`src/rtl/core/qpid_pkg.sv`:
```
`timescale 1ns / 1ps
`default_nettype none
// ---------------------------------------------------------------------------
// qpid_pkg: shared constants and types of the quad PID velocity controller
// Widths, gain scaling, register indexes and the pipeline control bundle.
// ---------------------------------------------------------------------------
package qpid_pkg;

    localparam int CHANNELS       = 4;
    localparam int IO_LANES       = 4;
    localparam int FRAC_BITS      = 24;
    localparam int INTEGRAL_WIDTH = 40;

    localparam int GAIN_W   = 32;
    localparam int VALUE_W  = 16;
    localparam int ERR_W    = VALUE_W + 1;
    localparam int DERR_W   = ERR_W + 1;
    localparam int TORQUE_W = 15;
    localparam int CFG_IDX_W = 2;

    // The integral is multiplied in two halves so no product exceeds 33 x 20 bits.
    localparam int INT_LO_W  = INTEGRAL_WIDTH / 2;
    localparam int INT_HI_W  = INTEGRAL_WIDTH - INT_LO_W;
    localparam int KI_PROD_W = GAIN_W + 1 + INTEGRAL_WIDTH;
    localparam int U_W       = 64;
    localparam int KI_EXT_W  = (KI_PROD_W > U_W) ? KI_PROD_W : U_W;
    localparam int KP_PROD_W = GAIN_W + 1 + ERR_W;
    localparam int KD_PROD_W = GAIN_W + 1 + DERR_W;
    localparam int PD_W      = KD_PROD_W + 1;

    localparam logic signed [U_W-1:0]       KI_TERM_LIMIT = 64'sh2000_0000_0000_0000;
    localparam logic        [TORQUE_W-2:0]  TORQUE_LIMIT  = 14'd16383;

    localparam logic [GAIN_W-1:0] KP_RESET = 32'd4194304;
    localparam logic [GAIN_W-1:0] KI_RESET = 32'd84;
    localparam logic [GAIN_W-1:0] KD_RESET = 32'd0;

    // Lane stages plus the merged output register.
    localparam int LANE_STAGES = 4;
    localparam int PIPE_STAGES = LANE_STAGES + 1;

    typedef enum logic [CFG_IDX_W-1:0] {
        CFG_KP = 2'd0,
        CFG_KI = 2'd1,
        CFG_KD = 2'd2
    } t_cfg_reg;

    typedef enum logic {
        ITEM_VEL = 1'b0,
        ITEM_TGT = 1'b1
    } t_item_kind;

    typedef struct packed {
        logic [PIPE_STAGES-1:0] en;
        logic                   vel_accept;
        logic                   tgt_accept;
    } t_pipe_ctl;

endpackage
`default_nettype wire

```
`src/rtl/core/qpid_pipe_ctrl.sv`:
```
`timescale 1ns / 1ps
`default_nettype none
// ---------------------------------------------------------------------------
// qpid_pipe_ctrl: valid tracking and stall control of the pipeline
// Each stage loads when it is empty or its successor loads, so bubbles
// collapse and the input keeps flowing while the output register waits.
// ---------------------------------------------------------------------------
module qpid_pipe_ctrl
    import qpid_pkg::*;
(
    input  wire logic i_clk,
    input  wire logic i_rst_n,
    input  wire logic i_in_valid,
    input  wire logic i_in_kind,
    input  wire logic i_out_ready,
    output logic      o_in_ready,
    output logic      o_out_valid,
    output t_pipe_ctl o_ctl
);

    logic [PIPE_STAGES-1:0] r_vld, n_vld;
    logic [PIPE_STAGES:0]   en;
    logic                   vel_accept;
    logic                   tgt_accept;

    always_comb begin
        en[PIPE_STAGES] = i_out_ready;
        for (int k = PIPE_STAGES - 1; k >= 0; k--) begin
            en[k] = !r_vld[k] || en[k+1];
        end
    end

    assign vel_accept = i_in_valid && en[0] && (i_in_kind == ITEM_VEL);
    assign tgt_accept = i_in_valid && en[0] && (i_in_kind == ITEM_TGT);

    always_comb begin
        n_vld = r_vld;
        if (en[0]) begin
            n_vld[0] = vel_accept;
        end
        for (int k = 1; k < PIPE_STAGES; k++) begin
            if (en[k]) begin
                n_vld[k] = r_vld[k-1];
            end
        end
    end

    always_ff @(posedge i_clk) begin
        if (!i_rst_n) begin
            r_vld <= '0;
        end else begin
            r_vld <= n_vld;
        end
    end

    assign o_in_ready       = en[0];
    assign o_out_valid      = r_vld[PIPE_STAGES-1];
    assign o_ctl.en         = en[PIPE_STAGES-1:0];
    assign o_ctl.vel_accept = vel_accept;
    assign o_ctl.tgt_accept = tgt_accept;

`ifndef ASSERT_OFF
    // The input only stalls when every stage holds a request.
    a_stall_full: assert property (@(posedge i_clk) disable iff (!i_rst_n)
        !en[0] |-> (&r_vld))
        else $error("input stalled with an empty pipeline stage");

    // A target update never produces a result.
    a_tgt_no_result: assert property (@(posedge i_clk) disable iff (!i_rst_n)
        tgt_accept |=> !r_vld[0])
        else $error("target update entered the pipeline");

    // A finished sum moves into an open output register.
    a_out_fill: assert property (@(posedge i_clk) disable iff (!i_rst_n)
        (r_vld[PIPE_STAGES-2] && en[PIPE_STAGES-1]) |=> r_vld[PIPE_STAGES-1])
        else $error("result lost on the way to the output register");

    // A waiting result is never overwritten.
    a_out_hold: assert property (@(posedge i_clk) disable iff (!i_rst_n)
        (r_vld[PIPE_STAGES-1] && !i_out_ready) |-> !en[PIPE_STAGES-1])
        else $error("output register reloaded while stalled");
`endif

endmodule
`default_nettype wire

```
`config.mk`:
```
export PLATFORM = sky130hd
export DESIGN_NAME = qpid_pipe_ctrl
export DESIGN_NICKNAME = d
export VERILOG_FILES = /design/src/rtl/core/qpid_pkg.sv /design/src/rtl/core/qpid_pipe_ctrl.sv
export SDC_FILE = /design/constraint.sdc
export NUM_CORES = 1
export LEC_CHECK = 0
export BUFFER_PORTS_ARGS = -buffer_cell sky130_fd_sc_hd__buf_2
export CORE_AREA = 2 2 39 41
export CTS_CLUSTER_DIAMETER = 100
export CTS_CLUSTER_SIZE = 16
export DETAILED_ROUTE_END_ITERATION = 6
export DIE_AREA = 0 0 41 43
export PLACE_DENSITY = 0.42
export SLEW_MARGIN = 20
export SYNTH_ARGS = -nofsm -noshare
export SYNTH_HDL_FRONTEND = slang
export SYNTH_SLANG_ARGS = --single-unit
```
`constraint.sdc`:
```
create_clock -name i_clk -period 2 [get_ports i_clk]
set_clock_uncertainty 0.15 [all_clocks]
set_input_delay 0.2 -clock i_clk [delete_from_list [all_inputs] [get_ports i_clk]]
set_output_delay 0.2 -clock i_clk [all_outputs]
set_load 0.02 [all_outputs]
```
* After elaboration in Yosys (flattened, before gate mapping)
Index checks and enable logic that the tools add are counted.
** Cells by class
- Reductions and logical operators :: 13
- Bitwise gates (word level) :: 1
** Operators with widths (count)
- zero test 1 bit :: 5
- logical OR 1 bit :: 5
- logical AND 1 bit :: 3
- inverter 1 bit :: 1
** Word-level totals
- Bits in registers :: 5
- Output and inout port bits :: 9

* Depth between registers and ports, before layout
Gate-level depths: netlist (run 1).
- Word-level depth :: 8
- Mapped depth :: 4
- Mapped depth without buffers :: 3

* Worst setup path before layout (run 1)
OpenSTA, ideal clock, no wires.
- Kind :: reg-to-output
- Start point :: register r_vld[4]
- End point :: output port o_ctl[2] in the netlist's numbering
- Data arrival time :: 1.110 ns
- Required time :: 1.650 ns
- Cell stages (with the launch flop) :: 5
- Setup slack :: 0.540 ns
- Cells stage by stage :: dfxtp_1 and3b_1 buf_6 nand2_1 buf_4
** Between the ends
- Cells in the longest elaborated chain, start to end :: 6
** Ends and longest elaborated chain
- from (decl) :: line qpid_pipe_ctrl.sv:21 : logic [PIPE_STAGES-1:0] r_vld, n_vld;
- from (signal assigned) :: line qpid_pipe_ctrl.sv:52 : r_vld <= n_vld;
- zero test 1 bit :: line qpid_pipe_ctrl.sv:29 : en[k] = !r_vld[k] || en[k+1];
- logical OR 1 bit (5 in a row) :: line qpid_pipe_ctrl.sv:29
- to (decl) :: line qpid_pipe_ctrl.sv:18 : output t_pipe_ctl o_ctl
Every way passes these cells.

==> results of run 1 <==
## cell families after synthesis
family | after synthesis | share of synthesized area [%]
AO/OA/AOI/OAI | 7 | 20.5
AND/OR/NAND/NOR | 10 | 21.9
buffers and inverters | 8 | 19.5
flip-flops | 5 | 38.1
## area by class of cell
cell class / count / area (um2)
fill: 160 / 1040
multi-input combinational: 17 / 111
sequential: 5 / 100
timing repair buffer: 13 / 65.1
clock buffer: 4 / 26.3
tap: 16 / 20.0
inverter: 4 / 17.5
## metrics by stage
stage	setup slack, ps	power (W)	util [%]	hold WS [ps]	std cells
final	466	0.000236	24.6	68.6	59
after CTS	445	0.000244	24.6	59.6	59
after floorplan	540	0.000118	-	167	30
after global routing	361	0.000256	24.6	75.8	59
after detailed placement	713	0.000123	22.7	302	55
after global placement	708	0.000123	22.7	305	55
## per-layer routing
metal | vias to the layer above | wire [um]
met5 | - | 0
met4 | 0 | 8
met3 | 2 | 47
met2 | 6 | 254
met1 | 103 | 219
li1 | 125 | -
## cells in the final DEF, fill, tap and decap left out
| master | instances |
|---|---|
| sky130_fd_sc_hd__o21a_1 | 2 |
| sky130_fd_sc_hd__and3b_1 | 1 |
| sky130_fd_sc_hd__inv_4 | 1 |
| sky130_fd_sc_hd__dfxtp_1 | 5 |
| sky130_fd_sc_hd__buf_2 | 13 |
| sky130_fd_sc_hd__inv_1 | 3 |
| sky130_fd_sc_hd__clkbuf_4 | 3 |
| sky130_fd_sc_hd__nand2_1 | 4 |
| sky130_fd_sc_hd__and3_1 | 1 |
| sky130_fd_sc_hd__o32ai_2 | 1 |
| sky130_fd_sc_hd__a21oi_1 | 3 |
| sky130_fd_sc_hd__nand2b_1 | 2 |
| sky130_fd_sc_hd__clkbuf_1 | 1 |
| sky130_fd_sc_hd__nand3_1 | 1 |
| sky130_fd_sc_hd__and4b_1 | 1 |
| sky130_fd_sc_hd__o31ai_1 | 1 |
## Yosys cell counts
cell,n
sky130_fd_sc_hd__o31ai_1,1
sky130_fd_sc_hd__o32ai_2,1
sky130_fd_sc_hd__dfxtp_1,5
sky130_fd_sc_hd__buf_6,1
sky130_fd_sc_hd__nand2_1,4
sky130_fd_sc_hd__and3_1,1
sky130_fd_sc_hd__a21oi_1,3
sky130_fd_sc_hd__and4b_1,1
sky130_fd_sc_hd__nand3_1,1
sky130_fd_sc_hd__inv_1,3
sky130_fd_sc_hd__buf_4,3
sky130_fd_sc_hd__and3b_1,1
sky130_fd_sc_hd__nand2b_1,2
sky130_fd_sc_hd__inv_4,1
sky130_fd_sc_hd__o21a_1,2
## worst min path at each step
stage                                     start                    end  slack (ps)
after CTS                               i_rst_n  r_vld[2]$_SDFFE_PN0P_          60
after floorplan                         i_rst_n  r_vld[3]$_SDFFE_PN0P_         170
after global routing                    i_rst_n  r_vld[2]$_SDFFE_PN0P_          80
after detailed placement  r_vld[3]$_SDFFE_PN0P_  r_vld[4]$_SDFFE_PN0P_         300
final                                   i_rst_n  r_vld[2]$_SDFFE_PN0P_          70
after global placement    r_vld[3]$_SDFFE_PN0P_  r_vld[4]$_SDFFE_PN0P_         310
## power by group through the flow
stage | clock network (W) | registers, W | logic (W)
global route | 0.000132 | 0.000104 | 0.0000200
detailed placement | 0 | 0.000105 | 0.0000180
finish | 0.000115 | 0.000104 | 0.0000177
CTS | 0.000122 | 0.000104 | 0.0000181
floorplan | 0 | 0.000105 | 0.0000124
global placement | 0 | 0.000105 | 0.0000180
==> summary.md, run 1 <==
| Metric | Value |
|---|---|
| Switching pwr | `0.0000508 W` |
| Netlist area before placement | `263 um2` |
| Sequential element share of the synthesized area | `38.1%` |
| Final net count | `49` |
| Hold Path Class | `primary input to flip-flop` |
| Post-synthesis cell type count | `15` |
| Buffer and inverter count on the worst path | `1` |
| Die width | `41 um` |
| Hold Buf Count CTS | `0` |
| Sequence of cells on the critical path | `and3b_1 > a21oi_1 > buf_2` |
| Largest delay share family, worst path | `flip-flops` |
| Data required time at the worst endpoint | `1650 ps` |
| Accumulated negative setup slack | `0 ps` |
| Warnings from Yosys | `0` |
| Synth area leader | `sky130_fd_sc_hd__dfxtp_1` |
| Number of clock sinks seen by CTS | `5` |
| Cell at the root of the clock tree | `sky130_fd_sc_hd__clkbuf_4` |
| Most Crowded Layer GR | `met2` |
| Critical path destination | `o_ctl[1]` |
| Count of input and output buffers | `13` |
| Crit Reg-Reg Endpoint | `r_vld[0]$_SDFFE_PN0P_` |
| Number of max-slew violations in the final report | `0` |
| Crit path from | `r_vld[4]$_SDFFE_PN0P_` |
| Vias in the first global route | `246` |
| Power Dens Cells | `695 nW/um2` |
| Setup repair bufs after CTS | `0` |
| Worst path depth | `3` |
| Combinational fraction of design power | `7.5%` |
| Cell Int Power | `0.000186 W` |
| Startpoint class of the critical path | `flip-flop` |
| Slowest stage cell on the critical path | `sky130_fd_sc_hd__dfxtp_1` |
| Area contributors post-synth | `sky130_fd_sc_hd__dfxtp_1, sky130_fd_sc_hd__buf_4, sky130_fd_sc_hd__o32ai_2` |
| Source of the worst register-to-register timing path | `r_vld[4]$_SDFFE_PN0P_` |
| Cells on Worst Hold Path | `2` |
| Clock power frac | `48.7%` |
| Final Hold Vio Count | `0` |
| Number of resized instances in the post-cts repair step | `0` |
| Global-route congestion overflow total | `0` |
| Final critical-path share of the clock period | `76.7%` |
| Layout Area Growth over Synthesis | `29.5%` |
| Average wire length per cell after detail routing | `8.98 um` |
| Count of pins on the block boundary | `14` |
| Share of final-layout standard cells stronger than drive strength 1 | `41.9%` |
| Maximum clock rate | `0.652 GHz` |
| CP arrival | `1180 ps` |
| Largest register FFs | `5` |
| Number of rows in the core area | `14` |
| Detailed-routing iteration count for the pre-antenna-repair pass | `2` |
| Number of diodes | `0` |
| Cell Area, Placed | `314 um2` |
| Crit end category | `primary output` |
| Yosys reg bits | `5` |
| Y dimension of the die | `43 um` |
| Met3 layer usage reported by global route | `4.71%` |
| Inserted Clock Buffers | `3` |
| Routed wire length | `530 um` |
| Initial core utilization | `19.0%` |
| Power share of the sequential group | `43.8%` |
| Vias | `236` |
| Post-synthesis cell count | `30` |
| Syn_area_per_cell | `8.76 um2` |
| Max-cap violation count | `0` |
| Total core area | `1380 um2` |
| Outcome | `complete, no violations` |
| Slew Limit Headroom | `83.5%` |
| Delay of the slowest cell on the worst path | `360 ps` |
| Unrepaired setup endpoints after global routing | `false` |
| Net count of the mapped netlist | `35` |
| Antenna violations before repair | `0` |
| Proportion of netlist area held by the largest area contributor | `38.1%` |
| Final critical delay including setup and external delays | `1530 ps` |
| GRT Overall Usage | `8.84%` |
| Logic depth of the worst register-to-register path | `3` |
| Largest register by flop count | `r_vld` |
| Global routing met1 resource utilization | `9.03%` |
| Clock tree from TritonCTS | `done` |
| Global-route wire length before repair | `979 um` |
| Leakage power | `0.148 nW` |
| DRT antenna net count | `0` |
| Transition at the pin with the smallest max-transition slack | `247 ps` |
| Post-DR vias/cell | `4.00` |
| Pin count of the biggest net entering global routing | `7` |
| Clock-pin slew on the worst setup and hold paths | `40 ps` |
| Count of endpoints failing setup in the final report | `0` |
| GR met2 Demand/Resource | `12.2%` |
| Switching power share of the total | `21.5%` |
| Clock network latency to the later pin of the worst-skew pair | `240 ps` |
| Maximum clock insertion buffer count | `2` |
| Total die area | `1760 um2` |
| Critical path type | `flip-flop to primary output` |
| Worst VDD drop | `0.280 mV` |
| Starting DRC count in detailed routing | `3` |
| Routability congestion estimate from global placement | `0.639` |
| Level count of the clock H-tree | `1` |
| Largest registers | `r_vld x5` |
| Total non-filler cell area in the finished layout | `340 um2` |
| DRC errors left | `0` |
| Detailed Place HPWL | `457 um` |
| Setup slack on the worst flop-to-flop path | `780 ps` |
| Critical path fanouts, max | `6` |
(Power assumes the default switching activity.)
==> inputs of run 2 (changes only) <==
clock period = 1.6 ns   (was 2 ns; I/O delays follow)
==> run 2 against run 1 <==
Against the previous run:
- non-clock buffer count did not move
- worst hold slack got worse by 33 ps
- power rose by 26%
- cell count did not move
- critical path depth did not move
- highest routed layer is now met3
- critical endpoint is now o_ctl[0]
- worst setup slack got worse by 330 ps
- final area rose by 0.37%
- combinational power rose by 27%
- largest cell class unchanged
- flip-flop and latch count did not move
==> summary.md, run 2 (synthesis gave the netlist of run 1 again) <==
| Metric | Value |
|---|---|
| Delay of the slowest cell on the worst path | `320 ps (-40 ps)` |
| Switching pwr | `0.0000669 W (+32%)` |
| Initial core utilization | `19.0% (unchanged)` |
| Buffer and inverter count on the worst path | `1 (unchanged)` |
| Critical path fanouts, max | `6 (unchanged)` |
| Setup repair bufs after CTS | `0 (unchanged)` |
| Layout Area Growth over Synthesis | `30.0%` |
| Data required time at the worst endpoint | `1290 ps (-360 ps)` |
| Transition at the pin with the smallest max-transition slack | `176 ps (-71.2 ps)` |
| Source of the worst register-to-register timing path | `r_vld[4]$_SDFFE_PN0P_` |
| Slowest stage cell on the critical path | `sky130_fd_sc_hd__dfxtp_1` |
| Largest registers | `r_vld x5` |
| Worst VDD drop | `0.216 mV (-23%)` |
| Crit end category | `primary output` |
| Total die area | `1760 um2 (unchanged)` |
| Level count of the clock H-tree | `1 (unchanged)` |
| Antenna violations before repair | `0 (unchanged)` |
| Placement-stage worst setup slack | `342 ps (-370 ps)` |
| Cell Area, Placed | `314 um2 (unchanged)` |
| Outcome | `complete, no violations` |
| Maximum clock insertion buffer count | `2 (unchanged)` |
| GRT Overall Usage | `7.65% (-1.2 points)` |
| Average wire length per cell after detail routing | `9.68 um (+7.7%)` |
| Number of max-slew violations in the final report | `0 (unchanged)` |
| Number of resized instances in the post-cts repair step | `0 (unchanged)` |
| Count of input and output buffers | `13 (unchanged)` |
| Global-route wire length before repair | `841 um (-14%)` |
| Cell Int Power | `0.000232 W (+25%)` |
| Detailed Place HPWL | `424 um (-7.2%)` |
| Y dimension of the die | `43 um (unchanged)` |
| DRT antenna net count | `0 (unchanged)` |
| Switching power share of the total | `22.4% (+0.87 points)` |
| Routed wire length | `571 um (+7.7%)` |
| Slew Limit Headroom | `88.2% (+4.6 points)` |
| Minimum setup slack in the final design | `133 ps (-333 ps)` |
| Sequence of cells on the critical path | `and3b_2 > a21oi_1 > buf_2` |
| Max-cap violation count | `0 (unchanged)` |
| Post-DR vias/cell | `4.07 (+1.7%)` |
| Accumulated negative setup slack | `0 ps (unchanged)` |
| Clock network latency to the later pin of the worst-skew pair | `240 ps (about the same)` |
| Final Hold Vio Count | `0 (unchanged)` |
| Startpoint class of the critical path | `flip-flop` |
| Count of endpoints failing setup in the final report | `0 (unchanged)` |
| Largest register by flop count | `r_vld` |
| Pin count of the biggest net entering global routing | `7 (unchanged)` |
| Largest delay share family, worst path | `flip-flops` |
| Final net count | `49 (unchanged)` |
| Total non-filler cell area in the finished layout | `342 um2 (+0.37%)` |
| Clock power frac | `49.2% (+0.5 points)` |
| Detailed-routing iteration count for the pre-antenna-repair pass | `2 (unchanged)` |
| Leakage power | `0.147 nW (-0.42%)` |
| Hold Path Class | `primary input to flip-flop` |
| Final critical-path share of the clock period | `91.7%` |
| Worst hold-check slack | `35.6 ps (-33.0 ps)` |
| Number of rows in the core area | `14 (unchanged)` |
| Area taken by multi-input logic gates | `113 um2 (+1.1%)` |
| Cell at the root of the clock tree | `sky130_fd_sc_hd__clkbuf_4` |
| DRC errors left | `0 (unchanged)` |
| Final critical delay including setup and external delays | `1470 ps` |
| Die width | `41 um (unchanged)` |
| Inserted Clock Buffers | `3 (unchanged)` |
| Hold Buf Count CTS | `0 (unchanged)` |
| Clock-pin slew on the worst setup and hold paths | `50 ps (about the same)` |
| Number of diodes | `0 (unchanged)` |
| Combinational fraction of design power | `7.5% (about the same)` |
| Starting DRC count in detailed routing | `5 (+2)` |
| Maximum clock rate | `0.682 GHz` |
| Clock tree from TritonCTS | `done` |
| Vias | `240 (+1.7%)` |
| Vias in the first global route | `217 (-12%)` |
| Register Area | `100 um2 (unchanged)` |
| Number of clock sinks seen by CTS | `5 (unchanged)` |
| Power Dens Cells | `875 nW/um2 (+26%)` |
| Total core area | `1380 um2 (unchanged)` |
| Routability congestion estimate from global placement | `0.606 (-5.2%)` |
| Global-route congestion overflow total | `0 (unchanged)` |
| Startpoint of the tightest hold check path | `i_rst_n` |
| Unrepaired setup endpoints after global routing | `false` |
| Largest register FFs | `5 (unchanged)` |
| Crit path from | `r_vld[4]$_SDFFE_PN0P_` |
| Count of pins on the block boundary | `14 (unchanged)` |
| Commonest cells after routing, fill and taps aside | `sky130_fd_sc_hd__buf_2, sky130_fd_sc_hd__dfxtp_1, sky130_fd_sc_hd__nand2_1` |
| Critical path type | `flip-flop to primary output` |
| Layout filler cell count | `154 (-3.8%)` |
| CP arrival | `1160 ps (-20 ps)` |
| Share of final-layout standard cells stronger than drive strength 1 | `44.2% (+2.3 points)` |
| Power share of the sequential group | `43.3% (-0.5 points)` |
| Most frequent standard cell in the layout excluding fill and tap cells | `sky130_fd_sc_hd__buf_2` |
run 2: final cells by class:
class / count / share of cell area, %
Multi-Input combinational cell: 17 / 33.0
Sequential cell: 5 / 29.3
Timing Repair Buffer: 13 / 19.0
Clock buffer: 4 / 7.69
Tap cell: 16 / 5.86
Inverter: 4 / 5.13
run 2: worst paths after layout:
kind / cells past startpoint / to / slack [ps]
hold reg to reg: 2 / r_vld[4]$_SDFFE_PN0P_ / 320
setup reg to reg: 3 / r_vld[0]$_SDFFE_PN0P_ / 430
hold / removal: 2 / r_vld[3]$_SDFFE_PN0P_ / 40
setup / recovery: 3 / o_ctl[0] / 130
run 2: per-stage QoR:
step | util, % | instances | total power [W]
floorplan | - | 30 | 0.000147
global placement | 22.7 | 55 | 0.000154
detailed placement | 22.7 | 55 | 0.000154
CTS | 24.6 | 59 | 0.000307
global route | 24.7 | 59 | 0.000314
finish | 24.7 | 59 | 0.000299
run 2: power groups by stage:
stage                     logic [W]  clock network [W]  registers, W
after CTS                 0.0000227           0.000155      0.000129
after detailed placement  0.0000225                  0      0.000132
after global placement    0.0000225                  0      0.000132
after floorplan           0.0000155                  0      0.000131
final                     0.0000224           0.000147      0.000130
after global routing      0.0000242           0.000160      0.000130
run 2: metal layers:
layer	wire length, um	GRT usage (%)	part of all wire [%]	vias up
met5	0	0	0	-
met4	0	8.00	0	0
met1	251	7.77	44	110
li1	-	-	-	124
met3	39	3.14	6.8	0
met2	279	10.6	49	6
run 2: worst reg2reg max path, cell delays in order (launching register included):
cell	delay (ps)
sky130_fd_sc_hd__dfxtp_1	360
sky130_fd_sc_hd__and3b_2	290
sky130_fd_sc_hd__inv_4	50
sky130_fd_sc_hd__o32ai_2	240
